<file path="src/rtl/core/tsvh_pkg.sv">
package tsvh_pkg;

    // History ring geometry
    localparam int HIST_DEPTH = 16;
    localparam int HIST_IDX_W = $clog2(HIST_DEPTH);
    localparam int HIST_CNT_W = $clog2(HIST_DEPTH + 1);

    // Action codes
    localparam logic ACT_VOTE = 1'b0;
    localparam logic ACT_POP  = 1'b1;

    // Value returned by a pop on an empty ring: -1.0 in Q23.8
    localparam logic signed [31:0] EMPTY_VALUE = -32'sd256;

    // Reset tolerance: 0.5 in Q23.8
    localparam logic [30:0] TOL_RESET = 31'd128;

    // Reciprocal of three: floor(u / 3) == (u * RECIP3) >> RECIP3_SHIFT for 34-bit u
    localparam logic [33:0] RECIP3       = 34'h2_AAAA_AAAB;
    localparam int          RECIP3_SHIFT = 35;

    // Offset that makes the three-sample sum nonnegative (3 * 2^31)
    localparam logic [33:0] SUM3_OFFSET = 34'h1_8000_0000;

    typedef struct packed {
        logic               action;
        logic signed [31:0] sample_a;
        logic signed [31:0] sample_b;
        logic signed [31:0] sample_c;
    } in_item_t;

    typedef struct packed {
        logic signed [31:0] result_value;
        logic               vote_ok;
        logic [1:0]         agree_count;
        logic               fault_flag;
        logic               history_empty;
        logic [4:0]         history_count;
    } out_item_t;

endpackage

</file>
<file path="src/rtl/core/tmr_sensor_voter_with_history.sv">
// Triple redundant sensor voter with a history ring.
// Input channel: in_valid / in_stall with in_data (action and three Q23.8
// samples). A transfer takes place at a rising edge with in_valid high and
// in_stall low. Action vote compares the samples pairwise against the
// tolerance and averages the agreeing ones; action pop returns the oldest
// stored vote. Output channel: out_valid / out_stall with out_data, one result
// per input item, in order.
// Pipeline: each result passes through the input register, the compare/sum
// stage, the reciprocal multiply stage and the final add plus history update
// into the output register.
// Throughput: one item per cycle unless stalled; the four registered stages
// each hold one item, and the last stage updates the ring at most once per item.
// When the receiver stalls, the held result stays unchanged; empty stages
// behind it keep filling, and in_stall rises only once every stage is full.
// Reset (rst_n low, asynchronous) empties the pipeline and the history ring,
// clears the sticky fault flag and sets the tolerance to 0.5.
// cfg_wr_en / cfg_wr_data write the tolerance; write only while idle.
module tmr_sensor_voter_with_history (
    input  logic               clk,
    input  logic               rst_n,
    input  logic               cfg_wr_en,
    input  logic [30:0]        cfg_wr_data,
    input  logic               in_valid,
    output logic               in_stall,
    input  tsvh_pkg::in_item_t  in_data,
    output logic               out_valid,
    input  logic               out_stall,
    output tsvh_pkg::out_item_t out_data
);
    import tsvh_pkg::*;

    function automatic logic [HIST_IDX_W-1:0] hist_wrap(input logic [HIST_IDX_W-1:0] idx);
        logic [HIST_IDX_W-1:0] res;
        if (idx == HIST_IDX_W'(HIST_DEPTH - 1)) begin
            res = '0;
        end
        else begin
            res = idx + 1'b1;
        end
        return res;
    endfunction

    // Configuration and history state
    logic [30:0]           tol_reg;
    logic [31:0]           hist_mem_reg [HIST_DEPTH];
    logic [HIST_IDX_W-1:0] oldest_reg, oldest_next;
    logic [HIST_IDX_W-1:0] wr_idx_reg, wr_idx_next;
    logic [HIST_CNT_W-1:0] count_reg, count_next;
    logic                  fault_reg, fault_next;

    // Pipeline valids and enables
    logic s1_valid_reg, s2_valid_reg, s3_valid_reg, out_valid_reg;
    logic s1_en, s2_en, s3_en, out_en;

    // Stage 1: input register
    in_item_t s1_reg;

    // Stage 2: compare and sum
    logic        s2_action_reg;
    logic [1:0]  s2_cnt_reg;
    logic        s2_ok_reg;
    logic        s2_use3_reg;
    logic [31:0] s2_pair_reg;
    logic [33:0] s2_u_reg;

    // Stage 3: reciprocal partial products
    logic        s3_action_reg;
    logic [1:0]  s3_cnt_reg;
    logic        s3_ok_reg;
    logic        s3_use3_reg;
    logic [31:0] s3_pair_reg;
    logic [50:0] s3_plo_reg;
    logic [50:0] s3_phi_reg;

    out_item_t out_reg, out_next;

    // Advance each stage when the one ahead frees up
    assign out_en   = !out_valid_reg || !out_stall;
    assign s3_en    = !s3_valid_reg || out_en;
    assign s2_en    = !s2_valid_reg || s3_en;
    assign s1_en    = !s1_valid_reg || s2_en;
    assign in_stall = !s1_en;

    assign out_valid = out_valid_reg;
    assign out_data  = out_reg;

    // Pairwise agreement and sums
    logic signed [32:0] d_ab, d_ac, d_bc, tol_pos, tol_neg;
    logic               ab, ac, bc;
    logic [1:0]         cnt;
    logic [32:0]        sum_ab, sum_ac, sum_bc;
    logic [33:0]        sum3;
    logic [31:0]        pair_avg;

    always_comb
    begin
        tol_pos = $signed({2'b00, tol_reg});
        tol_neg = -tol_pos;
        d_ab = $signed({s1_reg.sample_a[31], s1_reg.sample_a})
             - $signed({s1_reg.sample_b[31], s1_reg.sample_b});
        d_ac = $signed({s1_reg.sample_a[31], s1_reg.sample_a})
             - $signed({s1_reg.sample_c[31], s1_reg.sample_c});
        d_bc = $signed({s1_reg.sample_b[31], s1_reg.sample_b})
             - $signed({s1_reg.sample_c[31], s1_reg.sample_c});
        ab = (d_ab <= tol_pos) && (d_ab >= tol_neg);
        ac = (d_ac <= tol_pos) && (d_ac >= tol_neg);
        bc = (d_bc <= tol_pos) && (d_bc >= tol_neg);
        cnt = 2'(ab) + 2'(ac) + 2'(bc);
        sum_ab = {s1_reg.sample_a[31], s1_reg.sample_a} + {s1_reg.sample_b[31], s1_reg.sample_b};
        sum_ac = {s1_reg.sample_a[31], s1_reg.sample_a} + {s1_reg.sample_c[31], s1_reg.sample_c};
        sum_bc = {s1_reg.sample_b[31], s1_reg.sample_b} + {s1_reg.sample_c[31], s1_reg.sample_c};
        sum3 = {{2{s1_reg.sample_a[31]}}, s1_reg.sample_a}
             + {{2{s1_reg.sample_b[31]}}, s1_reg.sample_b}
             + {{2{s1_reg.sample_c[31]}}, s1_reg.sample_c};
        // Floor halving of a two's complement sum drops the low bit
        if (ab) begin
            pair_avg = sum_ab[32:1];
        end
        else if (ac) begin
            pair_avg = sum_ac[32:1];
        end
        else begin
            pair_avg = sum_bc[32:1];
        end
    end

    // Final quotient and history update
    logic [67:0] q_sum;
    logic [31:0] q3;
    logic [31:0] vote_val;
    logic        push_en;

    always_comb
    begin
        q_sum    = {s3_phi_reg, 17'b0} + 68'(s3_plo_reg);
        q3       = q_sum[RECIP3_SHIFT +: 32];
        // Remove the offset: q3 - 2^31 with q3 below 2^32
        vote_val = s3_use3_reg ? (q3 ^ 32'h8000_0000) : s3_pair_reg;

        oldest_next = oldest_reg;
        wr_idx_next = wr_idx_reg;
        count_next  = count_reg;
        fault_next  = fault_reg;
        push_en     = 1'b0;

        out_next.result_value  = '0;
        out_next.vote_ok       = 1'b0;
        out_next.agree_count   = 2'b00;
        out_next.history_empty = 1'b0;

        if (s3_action_reg == ACT_POP) begin
            if (count_reg == '0) begin
                out_next.result_value  = EMPTY_VALUE;
                out_next.history_empty = 1'b1;
            end
            else begin
                out_next.result_value = hist_mem_reg[oldest_reg];
                oldest_next           = hist_wrap(oldest_reg);
                count_next            = count_reg - 1'b1;
            end
        end
        else begin
            out_next.agree_count = s3_cnt_reg;
            if (s3_ok_reg) begin
                out_next.result_value = vote_val;
                out_next.vote_ok      = 1'b1;
                push_en               = 1'b1;
                // Overwrite the oldest entry when the ring is full
                if (count_reg == HIST_CNT_W'(HIST_DEPTH)) begin
                    oldest_next = hist_wrap(oldest_reg);
                end
                else begin
                    count_next = count_reg + 1'b1;
                end
                wr_idx_next = hist_wrap(wr_idx_reg);
            end
            else begin
                fault_next = 1'b1;
            end
        end
        out_next.fault_flag    = fault_next;
        out_next.history_count = 5'(count_next);
    end

    // Control state
    always_ff @(posedge clk or negedge rst_n)
    begin
        if (!rst_n) begin
            tol_reg       <= TOL_RESET;
            s1_valid_reg  <= 1'b0;
            s2_valid_reg  <= 1'b0;
            s3_valid_reg  <= 1'b0;
            out_valid_reg <= 1'b0;
            oldest_reg    <= '0;
            wr_idx_reg    <= '0;
            count_reg     <= '0;
            fault_reg     <= 1'b0;
        end
        else begin
            if (cfg_wr_en) begin
                tol_reg <= cfg_wr_data;
            end
            if (s1_en) begin
                s1_valid_reg <= in_valid;
            end
            if (s2_en) begin
                s2_valid_reg <= s1_valid_reg;
            end
            if (s3_en) begin
                s3_valid_reg <= s2_valid_reg;
            end
            if (out_en) begin
                out_valid_reg <= s3_valid_reg;
                if (s3_valid_reg) begin
                    oldest_reg <= oldest_next;
                    wr_idx_reg <= wr_idx_next;
                    count_reg  <= count_next;
                    fault_reg  <= fault_next;
                end
            end
        end
    end

    // Payload stages
    always_ff @(posedge clk)
    begin
        if (s1_en && in_valid) begin
            s1_reg <= in_data;
        end
        if (s2_en && s1_valid_reg) begin
            s2_action_reg <= s1_reg.action;
            s2_cnt_reg    <= cnt;
            s2_ok_reg     <= (cnt != 2'b00);
            s2_use3_reg   <= cnt[1];
            s2_pair_reg   <= pair_avg;
            s2_u_reg      <= sum3 + SUM3_OFFSET;
        end
        if (s3_en && s2_valid_reg) begin
            s3_action_reg <= s2_action_reg;
            s3_cnt_reg    <= s2_cnt_reg;
            s3_ok_reg     <= s2_ok_reg;
            s3_use3_reg   <= s2_use3_reg;
            s3_pair_reg   <= s2_pair_reg;
            s3_plo_reg    <= 51'(s2_u_reg[16:0]) * 51'(RECIP3);
            s3_phi_reg    <= 51'(s2_u_reg[33:17]) * 51'(RECIP3);
        end
        if (out_en && s3_valid_reg) begin
            out_reg <= out_next;
        end
    end

    // Write a valid vote into the ring
    always_ff @(posedge clk)
    begin
        if (out_en && s3_valid_reg && push_en) begin
            hist_mem_reg[wr_idx_reg] <= vote_val;
        end
    end

endmodule

</file>
<file path="config.mk">
export PLATFORM = sky130hd
export DESIGN_NAME = tmr_sensor_voter_with_history
export DESIGN_NICKNAME = d
export VERILOG_FILES = /design/src/rtl/core/tsvh_pkg.sv /design/src/rtl/core/tmr_sensor_voter_with_history.sv
export SDC_FILE = /design/constraint.sdc
export NUM_CORES = 2
export LEC_CHECK = 0
export BUFFER_PORTS_ARGS = -buffer_cell sky130_fd_sc_hd__buf_4
export CAP_MARGIN = 20
export CORE_MARGIN = 5
export CORE_UTILIZATION = 29
export CTS_BUF_LIST = sky130_fd_sc_hd__clkbuf_4 sky130_fd_sc_hd__clkbuf_8 sky130_fd_sc_hd__clkbuf_16
export CTS_CLUSTER_DIAMETER = 100
export DETAILED_ROUTE_END_ITERATION = 8
export PLACE_DENSITY = 0.48
export SLEW_MARGIN = 20
export SYNTH_ARGS = -nofsm -noshare
export SYNTH_HDL_FRONTEND = slang
export SYNTH_SLANG_ARGS = --single-unit
</file>
<file path="constraint.sdc">
create_clock -name clk -period 10.1 [get_ports clk]
set_clock_uncertainty 0.1 [all_clocks]
set_input_delay 1.01 -clock clk [delete_from_list [all_inputs] [get_ports clk]]
set_output_delay 1.01 -clock clk [all_outputs]
set_load 0.02 [all_outputs]
</file>
Word-level counts from Yosys, hierarchy flattened. Memory sizes are Yosys's and may differ from the RTL's. Index checks and enable logic that the tools add are counted. W data, S select, Z words.

Flip-flop bits (word level): 397. RAM bits: 512. Output and inout port bits: 44. Memories kept: 1.

Memory list: hist_mem_reg (depth 16, bits a word 32, rd ports 1, clocked after Yosys merged registers in 0, wr ports 1, line tmr_sensor_voter_with_history.sv:45) `logic [31:0] hist_mem_reg [HIST_DEPTH];`.

Add/sub/neg operators: 17. Multiply operators: 2. Order comparisons: 6. Equality and inequality tests: 4. Multiplexer cells: 23. Bitwise logic cells: 2. Reductions and logical operators: 25.

Operators by type and width (count): $mux W32 (5); $add A32 B32 Y33 (4); $ge A33 B33 Y1 (3); $le A33 B32 Y1 (3); $sub A32 B32 Y33 (3); $add A67 B51 Y67 (1); $mul A17 B34 Y51 const B (1); $mul A17 B34 Y50 const B (1); $add A33 B32 Y34 (1); $add A34 B33 Y34 const B (1); $mux W33 (1); $neg A31 Y33 (1); $mux W4 (6); $mux W5 (4); $add A4 B1 Y4 const B (2); $eq A4 B4 Y1 const B (2); $logic_and A1 B1 Y1 (8); $mux W1 (7); $logic_not A1 Y1 (6); $reduce_bool A2 Y1 (3); $add A5 B1 Y5 const B (1); $eq A5 B5 Y1 const B (1); $logic_not A5 Y1 (1); $reduce_and A5 Y1 (1); other kinds (8) (12).

Logic depth before layout (Yosys ltp).
Depth after elaboration: 6. Mapped depth: 41. Mapped depth without buffers: 39.

Least setup slack after synthesis. OpenSTA, ideal clock, no wires.

Path type: register to register. Start point: register s1_reg[72] in the netlist's numbering. End point: register s2_pair_reg[29] (data pin). Setup time: 258 ps. Arrival: 8158 ps. Data required time: 9742 ps. Slack: 1584 ps. Stages on the path, launching flop included: 39. Buffers on the path: 2. Period minus slack after synthesis: 8516 ps. Path through: edfxtp_1 -> ha_1 -> a211oi_2 -> nor2_1 -> o41a_1 -> a31o_4 -> a211oi_1 -> o21bai_1 -> a21o_1 -> a21o_1 -> a311o_1 -> a31o_2 -> a21oi_1 -> xnor2_1 -> ha_1 -> nand4_1 -> or4_1 -> nor4_1 -> [... 3 more ...] -> nor2_1 -> clkbuf_1 -> clkbuf_1 -> nand2_1 -> o21ai_0 -> ha_1 -> a21o_1 -> a21oi_1 -> o21ai_0 -> a221oi_1 -> o21ai_1 -> o311ai_1 -> a21oi_1 -> o2111ai_1 -> a21boi_0 -> or3_1 -> a21oi_1 -> a21oi_1.

Longest elaborated chain between the ends: 5.

Ends and longest elaborated chain: start, declared (line tmr_sensor_voter_with_history.sv:56) `in_item_t s1_reg;`; start signal, assigned (line tmr_sensor_voter_with_history.sv:228) `s1_reg <= in_data;`; $sub A32 B32 Y33 (line tmr_sensor_voter_with_history.sv:102) `- $signed({s1_reg.sample_c[31], s1_reg.sample_c});`; $le A33 B32 Y1 or $ge A33 B33 Y1 (tied branches) (line tmr_sensor_voter_with_history.sv:106) `ac = (d_ac <= tol_pos) && (d_ac >= tol_neg);`; $logic_and A1 B1 Y1 (line tmr_sensor_voter_with_history.sv:106); $mux W32 (line tmr_sensor_voter_with_history.sv:119) `else if (ac) begin`; $mux W32 * (line tmr_sensor_voter_with_history.sv:116) `if (ab) begin`; via pair_avg[29] (line tmr_sensor_voter_with_history.sv:93) `logic [31:0] pair_avg;`; end signal, assigned (line tmr_sensor_voter_with_history.sv:235) `s2_pair_reg <= pair_avg;`; end, declared (line tmr_sensor_voter_with_history.sv:63) `logic [31:0] s2_pair_reg;`.

Mark *: on every way through the listed nets, which the timed path passes. The rest lies on a longest branch. A chain may end at the register's enable or synchronous reset.

Worst setup path after layout. Ends and elaborated chain as after synthesis.

==> summary.md <==
| Metric | Value |
|---|---|
| Top-count cell post-synth | sky130_fd_sc_hd__edfxtp_1 |
| DRC marker count from the first detailed-route iteration | 2550 |
| CTS Sinks | 890 |
| Post-synthesis cell count | 4770 |
| Biggest area contributors in the synthesized netlist | sky130_fd_sc_hd__edfxtp_1 (43%), sky130_fd_sc_hd__ha_1 (15%), sky130_fd_sc_hd__fa_1 (7.6%), sky130_fd_sc_hd__mux4_2 (6.1%), sky130_fd_sc_hd__xnor2_1 (3.3%) |
| Mux share of post-synthesis cell area | 6.48% |
| Total negative setup slack | 0 ns |
| Endpoint of the worst register-to-register path | s2_pair_reg[29] |
| Cell area reported after detailed placement | 63900 um^2 |
| Share of layout cells above drive strength 1 | 13.2% |
| Count of TritonRoute iterations in the first routing pass | 6 |
| Crit path launch type | flip-flop |
| Largest net degree at the start of global routing | 90 |
| WL/cell | 21.4 um |
| Period Utilization, post-route | 93.5% |
| Max Buffers Root-to-Sink | 3 |
| Number of flip-flops under the largest register name | 512 |
| Yosys warnings | 0 |
| Clk slew on worst S/H paths | 0.06 ns |
| Latest clock arrival within the worst-skew pair | 0.71 ns |
| Via count of the first global-routing pass | 40.1k |
| Io pins | 177 |
| Die Wd | 462 um |
| Post-synthesis adder-cell area fraction | 22.6% |
| Dominant combinational cell family by area after synthesis | adder cells |
| Final nets | 6061 |
| Number of vias after detailed routing | 38.3k |
| Effective utilization at floorplan | 29.2% |
| Residual overflow from global routing | 0 |
| Flops & latches, synth | 890 |
| Library cell used as clock root buffer | sky130_fd_sc_hd__clkbuf_16 |
| Post-Syn Area | 59200 um^2 |
| Required time worst endpoint | 10.45 ns |
| Wire length of the first global-routing pass | 250000 um |
| CP most frequent cell | sky130_fd_sc_hd__a21oi_1 |
| Compound-gate portion of the synthesized area | 11.0% |
| Crit path arrival time | 9.80 ns |
| Cell area after layout | 67500 um^2 |
| Crit end category | flip-flop |
| Sequential element share of the synthesized area | 44.8% |
| Maximum fanout encountered on the critical timing path | 7 |
| Final estimated routing congestion in global placement | 0.853 |
| Number of H-tree levels | 3 |
| Die Footprint | 213000 um^2 |
| Slew Limit Headroom | 28.9% |
| Residual DRC count | 0 |
| Cell type with the highest aggregate area in the netlist | sky130_fd_sc_hd__edfxtp_1 |
| Transition time at the pin with the least slew margin | 1.07 ns |
| Number of hold-slack violations in the final timing report | 0 |
| Count of final max-slew check failures | 0 |
| Launch instance of the worst register-to-register path | s1_reg[72] |
| Crit path max-delay cell type | sky130_fd_sc_hd__or4_1 |
| Initial antenna violation count | 10 |
| Number of CTS-inserted buffers | 102 |
| Distinct cells, synth | 93 |
| Finish-stage setup viols | 0 |
| Most used flip-flop cell after synthesis | sky130_fd_sc_hd__edfxtp_1 |
| Hold Crit Class | primary input to asynchronous set/reset pin |
| Status | completed |
| Reg-to-reg setup timing slack | 0.65 ns |
| Number of buffers inserted by port buffering | 176 |
| Share of the synthesized area in the top cell type | 42.7% |
| Via density | 4.93 |
| Tmin final | 9.45 ns |
| Simple-gate portion of the synthesized area | 7.40% |
| Die outline height | 462 um |
| Global-route total usage across every layer | 15.5% |
| Top achievable clock speed | 0.106 GHz |
| Worst reg-to-reg path cell count | 36 |
| Area of the core | 203000 um^2 |
| WS Path Type | flip-flop to flip-flop |
| Maximum Capacitance Violations | 0 |
| Area overhead of the layout relative to synthesis | 14.1% |
| Clock tree from TritonCTS | done |
| Post-synthesis async set-or-reset flop share | 5.51% |
| Delay of the slowest cell on the worst path | 0.61 ns |
| Fill cell total of the finished layout | 20.1k |
| Synthesized Nets | 5834 |
| Routed Wire Length | 166000 um |
| Number of enable flip-flop cells after synthesis | 841 |
| RSZ-0062 raised after global routing | no |
| DRT antenna net count | 0 |
| Leading post-synthesis cells by instance count | sky130_fd_sc_hd__edfxtp_1 (841), sky130_fd_sc_hd__ha_1 (705), sky130_fd_sc_hd__inv_1 (461), sky130_fd_sc_hd__a21oi_1 (287), sky130_fd_sc_hd__nor2_1 (273) |
| Placed wire-length estimate | 124000 um |
| Std-Cell Rows | 165 |
| Per-instance average area after synthesis | 12.4 um^2 |
| XOR/XNOR share of the synthesized area | 4.10% |
## cells in the final DEF (no fill, tap or decap), drive strengths merged, types with 26 or more instances in the layout
| cell type | n |
|---|---|
| a21oi | 289 |
| o21bai | 39 |
| fa | 226 |
| o21a | 53 |
| o21ai | 224 |
| nor2b | 52 |
| nor2 | 273 |
| nand2 | 227 |
| clkbuf | 125 |
| mux4 | 160 |
| nand4 | 68 |
| nand3 | 47 |
| nand2b | 45 |
| nor3 | 65 |
| xor2 | 54 |
| inv | 468 |
| a31oi | 26 |
| ha | 705 |
| edfxtp | 841 |
| and3 | 38 |
| buf | 233 |
| clkinv | 46 |
| dfrtp | 48 |
| a211oi | 38 |
| a21o | 142 |
| xnor2 | 223 |
## cells by family (layout without fill, tap and decap cells)
| logic type | count (synthesis) | count (layout) |
|---|---|---|
| fa+ha+maj | 931 | 931 |
| compound gates | 1005 | 1005 |
| other cells | 0 | 1 |
| buf+inv | 575 | 891 |
| mux | 181 | 181 |
| xor+xnor | 277 | 277 |
| simple gates | 911 | 911 |
| flops | 890 | 890 |
## metrics by stage
step | cells | setup slack [ns] | hold slack (ns) | utilization (%)
6_report | 7759 | 0.655 | 0.274 | 33.3
5_1_grt | 7758 | 0.0815 | 0.308 | 33.3
4_1_cts | 7757 | 0.467 | 0.254 | 33.3
3_5_place_dp | 7564 | 0.463 | 0.305 | 31.6
3_3_place_gp | 7564 | 0.550 | 0.304 | 31.6
2_1_floorplan | 4770 | 1.58 | 0.300 | -
## worst max-delay path: cells and delay by family (launching register included)
family	cells	cell delay (ns)
adder cells (fa/ha/maj)	3	1.18
AND/OR/NAND/NOR	6	1.39
buffers and inverters	1	0.21
AO/OA/AOI/OAI	25	5.69
flip-flops	1	0.49
XOR/XNOR	1	0.11
## how the worst max path moves through the flow
stage / start / endpoint / slack, ns
after floorplan: s1_reg[72] / s2_pair_reg[29] / 1.58
final: s1_reg[72] / s2_pair_reg[29] / 0.65
after global routing: s1_reg[8] / s2_pair_reg[29] / 0.08
after detailed placement: s1_reg[72] / s2_pair_reg[29] / 0.46
after global placement: s1_reg[8] / s2_pair_reg[29] / 0.55
after CTS: s1_reg[72] / s2_pair_reg[29] / 0.47
## timing repair
action	4_1_cts	5_1_grt
hold buffers	0	0
setup endpoints to repair	0	2
setup buffers	0	1
endpoints found under the hold margin	0	0
gates resized for setup	0	2
## layer usage
metal | global-route usage, % | share of wire, % | vias up
met2 | 25.9 | 47 | 794
met5 | 0 | 0 | -
met3 | 1.73 | 3.7 | 181
met1 | 21.7 | 47 | 19107
li1 | - | - | 18168
met4 | 3.29 | 2.1 | 0
## cell type report
class	instances	area (um^2)	area share [%]
Multi-Input combinational cell	3305	30600	45.3
Sequential cell	890	26500	39.2
Tap cell	2672	3340	4.95
Clock buffer	125	2780	4.11
Timing Repair Buffer	233	1760	2.61
Inverter	465	1750	2.58
Clock inverter	68	822	1.22
Antenna cell	1	2.50	0.00371
Power is not shown: default switching activity piles up to over one toggle a cycle in this logic, so the estimate is an artifact.
